===== config.mk =====
export PLATFORM = sky130hd
export DESIGN_NAME = teq_cell
export DESIGN_NICKNAME = d
export VERILOG_FILES = /design/src/teq_pkg.sv /design/src/teq_cell.sv
export SDC_FILE = /design/constraint.sdc
export NUM_CORES = 1
export LEC_CHECK = 0
export CAP_MARGIN = 20
export CORE_ASPECT_RATIO = 1.5
export CORE_MARGIN = 2
export CORE_UTILIZATION = 67
export CTS_BUF_LIST = sky130_fd_sc_hd__clkbuf_2 sky130_fd_sc_hd__clkbuf_4 sky130_fd_sc_hd__clkbuf_8
export DETAILED_ROUTE_END_ITERATION = 8
export DONT_BUFFER_PORTS = 1
export PLACE_DENSITY = 0.83
export SLEW_MARGIN = 30
export SYNTH_ARGS = -nofsm -noshare
export SYNTH_HDL_FRONTEND = slang
export SYNTH_SLANG_ARGS = --single-unit

===== constraint.sdc =====
create_clock -name aclk -period 5.1 [get_ports aclk]
set_input_delay 0.51 -clock aclk [delete_from_list [all_inputs] [get_ports aclk]]
set_output_delay 0.51 -clock aclk [all_outputs]
set_load 0.05 [all_outputs]

===== src/teq_pkg.sv =====
// ----------------------------------------------------------------------------
// teq_pkg
// Types and constants shared by the timer expiry queue modules.
// ----------------------------------------------------------------------------
package teq_pkg;

    localparam int TIME_W    = 48;
    localparam int PER_W     = 32;
    localparam int SLOT_W    = 6;   // covers up to 64 timers
    localparam int MAX_EXP   = 16;  // expired timers handled per check
    localparam int CNT_EXP_W = 5;

    localparam logic [1:0] CMD_ADD    = 2'd0;
    localparam logic [1:0] CMD_CANCEL = 2'd1;
    localparam logic [1:0] CMD_EXPIRE = 2'd2;

    localparam logic [2:0] ST_ADDED     = 3'd0;
    localparam logic [2:0] ST_FULL      = 3'd1;
    localparam logic [2:0] ST_CANCELLED = 3'd2;
    localparam logic [2:0] ST_NOT_FOUND = 3'd3;
    localparam logic [2:0] ST_EXPIRED   = 3'd4;

    // Cell operation codes
    localparam logic [2:0] OP_NONE  = 3'd0;
    localparam logic [2:0] OP_WRITE = 3'd1;
    localparam logic [2:0] OP_CLEAR = 3'd2;
    localparam logic [2:0] OP_LATCH = 3'd3;
    localparam logic [2:0] OP_PICK  = 3'd4;
    localparam logic [2:0] OP_REARM = 3'd5;

    typedef struct packed {
        logic [1:0]        cmd;
        logic [3:0]        timer_id;
        logic [TIME_W-1:0] expire_at;
        logic [PER_W-1:0]  period;
        logic [TIME_W-1:0] now_time;
    } teq_in_t;

    typedef struct packed {
        logic [2:0]        status;
        logic [3:0]        slot;
        logic              earliest_changed;
        logic [TIME_W-1:0] next_expire;
        logic              next_valid;
        logic              last;
    } teq_out_t;

    // Broadcast to every cell
    typedef struct packed {
        logic [2:0]        code;
        logic [SLOT_W-1:0] slot;
        logic [TIME_W-1:0] expiry;
        logic [PER_W-1:0]  period;
        logic [TIME_W-1:0] now_time;
        logic              due_mode;
    } teq_op_t;

    // Search token handed from cell to cell
    typedef struct packed {
        logic              found;
        logic [TIME_W-1:0] val;
        logic [SLOT_W-1:0] slot;
        logic              free_found;
        logic [SLOT_W-1:0] free_slot;
    } teq_tok_t;

endpackage


===== src/teq_cell.sv =====
// ----------------------------------------------------------------------------
// teq_cell
// One timer slot: holds expiry, period and flags, and refines the search
// token passed along the chain.
// ----------------------------------------------------------------------------
module teq_cell #(
    parameter int IDX = 0
) (
    input  logic              aclk,
    input  logic              aresetn,
    input  teq_pkg::teq_op_t  op,
    input  teq_pkg::teq_tok_t tok_in,
    output teq_pkg::teq_tok_t tok_out,
    output logic              live_o
);
    import teq_pkg::*;

    logic              live_reg;
    logic              due_reg;
    logic              picked_reg;
    logic [TIME_W-1:0] exp_reg;
    logic [PER_W-1:0]  per_reg;
    teq_tok_t          tok_reg;
    teq_tok_t          tok_next;

    logic              hit;
    logic              elig;
    logic [TIME_W:0]   sum;
    logic [TIME_W-1:0] rearm_val;

    assign hit       = (op.slot == SLOT_W'(IDX));
    assign elig      = op.due_mode ? (due_reg && !picked_reg) : live_reg;
    assign sum       = {1'b0, op.now_time} + {{(TIME_W+1-PER_W){1'b0}}, per_reg};
    assign rearm_val = sum[TIME_W] ? {TIME_W{1'b1}} : sum[TIME_W-1:0];

    always_comb begin
        tok_next = tok_in;
        if (elig && (!tok_in.found || exp_reg < tok_in.val)) begin
            tok_next.found = 1'b1;
            tok_next.val   = exp_reg;
            tok_next.slot  = SLOT_W'(IDX);
        end
        if (!tok_in.free_found && !live_reg) begin
            tok_next.free_found = 1'b1;
            tok_next.free_slot  = SLOT_W'(IDX);
        end
    end

    always_ff @(posedge aclk) begin
        if (!aresetn) begin
            live_reg   <= 1'b0;
            due_reg    <= 1'b0;
            picked_reg <= 1'b0;
            tok_reg    <= '0;
        end else begin
            tok_reg <= tok_next;
            case (op.code)
                OP_WRITE: begin
                    if (hit) begin
                        live_reg <= 1'b1;
                        exp_reg  <= op.expiry;
                        per_reg  <= op.period;
                    end
                end
                OP_CLEAR: begin
                    if (hit) live_reg <= 1'b0;
                end
                OP_LATCH: begin
                    due_reg    <= live_reg && (exp_reg <= op.now_time);
                    picked_reg <= 1'b0;
                end
                OP_PICK: begin
                    if (hit) picked_reg <= 1'b1;
                end
                OP_REARM: begin
                    if (picked_reg) begin
                        if (per_reg != '0) exp_reg <= rearm_val;
                        else live_reg <= 1'b0;
                    end
                    picked_reg <= 1'b0;
                    due_reg    <= 1'b0;
                end
                default: ;
            endcase
        end
    end

    assign tok_out = tok_reg;
    assign live_o  = live_reg;

endmodule


==> summary.txt, run 1 <==
Run status
  – Outcome: completed

Layout
  – Post-Layout Cell Count: 1283
  – Most common cell after layout, fill and taps aside: ha_1
  – Max reg flops: 62
  – Nets@finish: 1404
  – Layout cells sized above 1: 7.45%
  – Layout overhead on the synthesized area: 5.58%
  – Final instance area: 0.0105 mm^2
  – Antenna fix cells: 0
  – Most frequent cells in the layout: 127 x ha_1, 102 x inv_1, 92 x nand2_1

Floorplanning
  – Die X: 104 um
  – Die Y: 153 um
  – Core ar.: 0.0145 mm^2
  – Starting Density: 68.5%
  – I/O pins: 265
  – Std cell rows: 54
  – Die area: 0.0159 mm^2

Logic synthesis
  – FFs w/ async S/R, synth: 0%
  – Mapped Cells: 1101
  – Post-synth top flop: edfxtp_1
  – Post-Syn Area: 0.00995 mm^2
  – Yosys reg bits: 145
  – Syn nets: 1431
  – Post-synthesis cell type count: 61
  – Syn_area_per_cell: 9.04 um^2
  – Post-synth EDFFs: 80
  – Yosys warnings: 0
  – Sequential area share after synthesis: 37.2%

CTS
  – Root Driver: clkbuf_8
  – Num CTS Buffers: 17
  – Cts hold-fix bufs: 0
  – CTS sink count: 145
  – H-tree levels: 4
  – Worst-Skew Late Latency: 0.45 ns
  – CTS tree: yes
  – Post-CTS Setup Repair Bufs: 0
  – Clock slew at reported path FFs: 0.08 ns
  – Bufs on Longest Clock Path: 2
  – Post-CTS Resized: 0

Route
  – Antenna-violating nets left: 0
  – Remaining DRCs: 0
  – Vias: 8155
  – Post-DR vias/cell: 6.36
  – DRT iter0 DRCs: 532
  – WL/cell: 19.9 um
  – Pre-antenna DRT Iters: 6
  – WL final: 25500 um

Place
  – Dpl hpwl: 20100 um
  – Placed cell area: 0.0100 mm^2
  – Cell count after placement: 1251
  – IO buf count: 0
  – RePlAce Congestion: 0.949

Min path
  – Hold path cells: 0
  – Hold Crit Class: input port to register

Pwr
  – Leakage: 4.65 nW
  – Peak VDD IR: 0.000162 V
  – PD cells: 262 mW/mm^2

GRT
  – Vias in the first global route: 8043
  – GRT Overall Usage: 31.8%
  – Largest net degree at the start of global routing: 111
  – Total grt overflow: 0
  – First-pass GRT wire length: 39700 um
  – Initial antenna violation count: 0

STA
  – Slew Viols, Final: 0
  – Least-Margin Pin Slew: 0.697 ns
  – Final setup fails: 0
  – Unrepaired setup endpoints after global routing: no
  – Slew HR: 53.4%
  – Final Critical Period: 3.74 ns
  – Crit share post-route: 73.4%
  – Hold Violations, Final: 0
  – Setup TNS: 0 ns
  – Max Fclk: 267 MHz
  – Fin Clk Skew: 0.0138 ns

Setup path
  – Kind of critical path: register to register
  – Critical Path AT: 3.94 ns
  – R2R depth: 13
  – Crit-path max FO: 18
  – Critical Path Start Type: register
  – Crit. End Element: register
  – CP required: 5.30 ns

Job
  – Max cap viols: 0
## cells in the mapped netlist, types with 20 or more instances
cell / number / area share (%)
ha_1: 127 / 16
inv_1: 102 / 3.8
nand2_1: 92 / 3.5
edfxtp_1: 80 / 24
o21ai_0: 80 / 4.0
nand3_1: 67 / 3.4
dfxtp_1: 65 / 13
nor2_1: 65 / 2.5
a21oi_1: 58 / 2.9
a21o_1: 57 / 4.3
clkbuf_1: 42 / 1.6
nand4_1: 34 / 2.1
xnor2_1: 22 / 1.9
a21oi_2: 20 / 1.8
## layout make-up
| type | instances | area [um^2] |
|---|---|---|
| Inverter | 103 | 387 |
| Tap cell | 196 | 245 |
| Timing Repair Buffer | 6 | 57.6 |
| Clock buffer | 20 | 260 |
| Sequential cell | 145 | 3700 |
| Multi-Input combinational cell | 801 | 5650 |
| Fill cell | 1111 | 4020 |
| Clock inverter | 12 | 204 |
## report_power, final
group	switching (mW)	internal [mW]
Sequential	0.102	1.26
Combinational	0.186	0.138
Clock	0.466	0.608
## cells by family after synthesis
kind of cell	count (synthesis)	share of synthesized area (%)
AND/OR/NAND/NOR	330	16.3
XOR/XNOR	37	3.26
adder cells (fa/ha/maj)	128	16.2
AO/OA/AOI/OAI	304	20.6
buffers and inverters	155	6.31
multiplexers	2	0.201
flip-flops	145	37.2
## metal layers
metal | track usage [%] | part of all wire, % | wire length, um
met1 | 34.8 | 37 | 9410
met2 | 57.1 | 51 | 12900
met3 | 8.06 | 8.4 | 2140
met4 | 15.6 | 4.2 | 1070
met5 | 0 | 0 | 0
## worst max-delay path: stages, from the launching register on
cell and delay, ns:
edfxtp_1 0.41, ha_1 0.24, fa_1 0.42, a211oi_1 0.34, o211ai_1 0.19, nand3_1 0.16
a21oi_1 0.10, nor4_2 0.35, o21ai_1 0.09, buf_4 0.21, inv_2 0.10, o21a_2 0.46
buf_12 0.30, a21oi_2 0.08
## path summary, 6_finish.rpt
check,slack (ns),end,start
worst max-delay path,1.36,exp_reg[27],per_reg[0]
worst min-delay path,0.15,per_reg[20],op[69]
worst max register to register,1.36,exp_reg[27],per_reg[0]
worst min register to register,0.48,due_reg,due_reg
## per-stage QoR
stage | hold WS (ns) | utilization, % | worst slack [ns] | power, mW
after floorplan | 0.435 | - | 1.24 | 1.65
after global placement | 0.449 | 69.1 | 1.35 | 1.70
after detailed placement | 0.456 | 69.1 | 1.32 | 1.71
after CTS | 0.128 | 72.3 | 1.40 | 2.76
after global routing | 0.130 | 72.4 | 1.19 | 2.85
final | 0.150 | 72.4 | 1.36 | 2.76
(Power assumes the default switching activity.)
==> inputs of run 2 (changes only) <==
CORE_UTILIZATION = 60   (was 67)
PLACE_DENSITY = 0.79   (was 0.83)
clock period = 3.4 ns   (was 5.1 ns; I/O delays follow)
==> summary.txt, run 2 (synthesis gave the netlist of run 1 again) <==
Layout
  – Post-Layout Cell Count: 1352 (+5.4%)
  – Layout overhead on the synthesized area: 10.6%
  – Final instance area: 0.0110 mm^2 (+4.8%)
  – Max reg flops: 62 (unchanged)
  – Core Util, Final: 68.0% (-4.3 points)
  – Nets@finish: 1462 (+4.1%)
  – Most common cell after layout, fill and taps aside: ha_1
  – Most frequent cells in the layout: 127 x ha_1, 102 x inv_1, 92 x nand2_1
  – Layout cells sized above 1: 8.03% (+0.58 points)

Floorplanning
  – Std cell rows: 57 (+5.6%)
  – Core ar.: 0.0162 mm^2 (+11%)
  – Die Y: 162 um (+5.5%)
  – Die area: 0.0177 mm^2 (+11%)
  – I/O pins: 265 (unchanged)
  – Starting Density: 61.5% (-7.0 points)
  – Die X: 109 um (+5.5%)

STA
  – Unrepaired setup endpoints after global routing: no
  – Slew HR: 41.1% (-12 points)
  – Least-Margin Pin Slew: 0.875 ns (+0.178 ns)
  – Hold Violations, Final: 0 (unchanged)
  – Setup TNS: 0 ns (unchanged)
  – Max Fclk: 313 MHz (+17%)
  – Fin Clk Skew: 0.0151 ns (+0.00132 ns)
  – Slew Viols, Final: 0 (unchanged)
  – Final setup fails: 0 (unchanged)
  – Crit share post-route: 94.1% (+21 points)
  – Final Critical Period: 3.20 ns (-0.545 ns)

Route
  – Max Used Layer: met4
  – Vias: 8424 (+3.3%)
  – Met1 wire length: 9580 um (+1.8%)
  – Remaining DRCs: 0 (unchanged)
  – WL met2: 14600 um (+13%)
  – Antenna-violating nets left: 0 (unchanged)
  – WL/cell: 20.6 um (+3.8%)
  – WL final: 27900 um (+9.3%)
  – Pre-antenna DRT Iters: 5 (-1)
  – Routed wl met3: 1810 um (-16%)
  – DRT iter0 DRCs: 624 (+17%)
  – Post-DR vias/cell: 6.23 (-2.0%)

CTS
  – Num CTS Buffers: 17 (unchanged)
  – CTS sink count: 145 (unchanged)
  – Clock slew at reported path FFs: 0.10 ns (+0.02 ns)
  – Bufs on Longest Clock Path: 2 (unchanged)
  – CTS tree: yes
  – Worst-Skew Late Latency: 0.46 ns (about the same)
  – H-tree levels: 4 (unchanged)
  – Root Driver: clkbuf_8
  – Post-CTS Setup Repair Bufs: 0 (unchanged)

Place
  – Dpl hpwl: 21500 um (+7.0%)
  – Placed cell area: 0.0101 mm^2 (+0.93%)
  – Cell count after placement: 1271 (+1.6%)
  – RePlAce Congestion: 0.974 (+2.6%)
  – IO buf count: 0 (unchanged)

Min path
  – Hold path cells: 2 (+2)
  – Hold Crit Class: input port to register
  – WHS Endpoint: tok_out[26]
  – Min-delay src: tok_in[26]

GRT
  – Total grt overflow: 0 (unchanged)
  – Largest net degree at the start of global routing: 111 (unchanged)
  – Initial antenna violation count: 1 (+1)
  – First-pass GRT wire length: 42200 um (+6.4%)
  – Vias in the first global route: 8569 (+6.5%)
  – GRT Overall Usage: 31.4% (-0.40 points)

Setup path
  – Worst r2r src: per_reg[0]
  – Critical Path Start: per_reg[0]
  – Crit-path max FO: 16 (-2)
  – CP required: 3.63 ns (-1.67 ns)
  – Slowest cell delay on critical path: 0.45 ns (about the same)
  – Setup slack, reg-to-reg: 0.20 ns (-1.16 ns)
  – R2R depth: 12 (-1)
  – Critical Path Start Type: register
  – Critical Path AT: 3.43 ns (-0.51 ns)
  – Critical-path cell list: ha_1 -> fa_1 -> a211oi_2 -> o211ai_1 -> nand3_1 -> a21oi_1 -> nor4_2 -> o21ai_1 -> buf_4 -> a31oi_1 -> a311oi_1 -> a21o_1
  – Crit. End Element: register
  – Crit Reg-Reg Endpoint: exp_reg[36]
  – Slowest-stage cell, CP: fa_1
  – Delay-heaviest family, CP: compound AO/OA/AOI/OAI gates
  – WP buf/inv: 1 (-2)
  – Kind of critical path: register to register

Pwr
  – Leakage: 4.87 nW (+4.8%)
  – PD cells: 359 mW/mm^2 (+37%)
  – Total power: 3.95 mW (+43%)
  – Peak VDD IR: 0.000282 V (+74%)

Run status
  – Outcome: completed

Job
  – Max cap viols: 0 (unchanged)
## run 2: timing repair
action / in CTS / in global routing
setup endpoints to repair: 0 / 9
hold buffers: 46 / 2
resized for setup: 0 / 2
hold endpoints to repair: 46 / 2
## run 2: power by group
part	switching, mW	leakage, nW	total, mW	internal [mW]
registers	0.149	1.26	2.04	1.89
logic	0.298	3.41	0.547	0.249
clock network	0.762	0.200	1.36	0.603
## run 2: per-stage QoR
stage / hold slack (ns) / setup WS (ns)
final: 0.00729 / 0.201
after global routing: 0.00262 / 0.0674
after CTS: 0.000350 / 0.193
after detailed placement: 0.439 / 0.202
after global placement: 0.439 / 0.260
after floorplan: 0.435 / 0.481
## run 2: worst max path at each step
stage                  endpoint  slack [ns]  cells after the start
floorplan           exp_reg[30]        0.48                     13
global placement    exp_reg[34]        0.26                     12
detailed placement  exp_reg[36]        0.20                     12
CTS                 exp_reg[36]        0.19                     12
global route        exp_reg[38]        0.07                     12
finish              exp_reg[36]        0.20                     12
## run 2: cell type report
type | instances | area (um^2)
tap | 206 | 258
multi-input combinational | 801 | 5660
sequential | 145 | 3700
fill | 1277 | 5180
antenna | 1 | 2.50
clock inverter | 15 | 148
clock buffer | 17 | 234
timing repair buffer | 64 | 617
inverter | 103 | 387
## run 2: layer usage
metal | up-vias | track usage [%]
met5 | - | 0
met3 | 91 | 6.90
li1 | 4039 | -
met2 | 354 | 56.5
met1 | 3940 | 31.5
met4 | 0 | 21.2
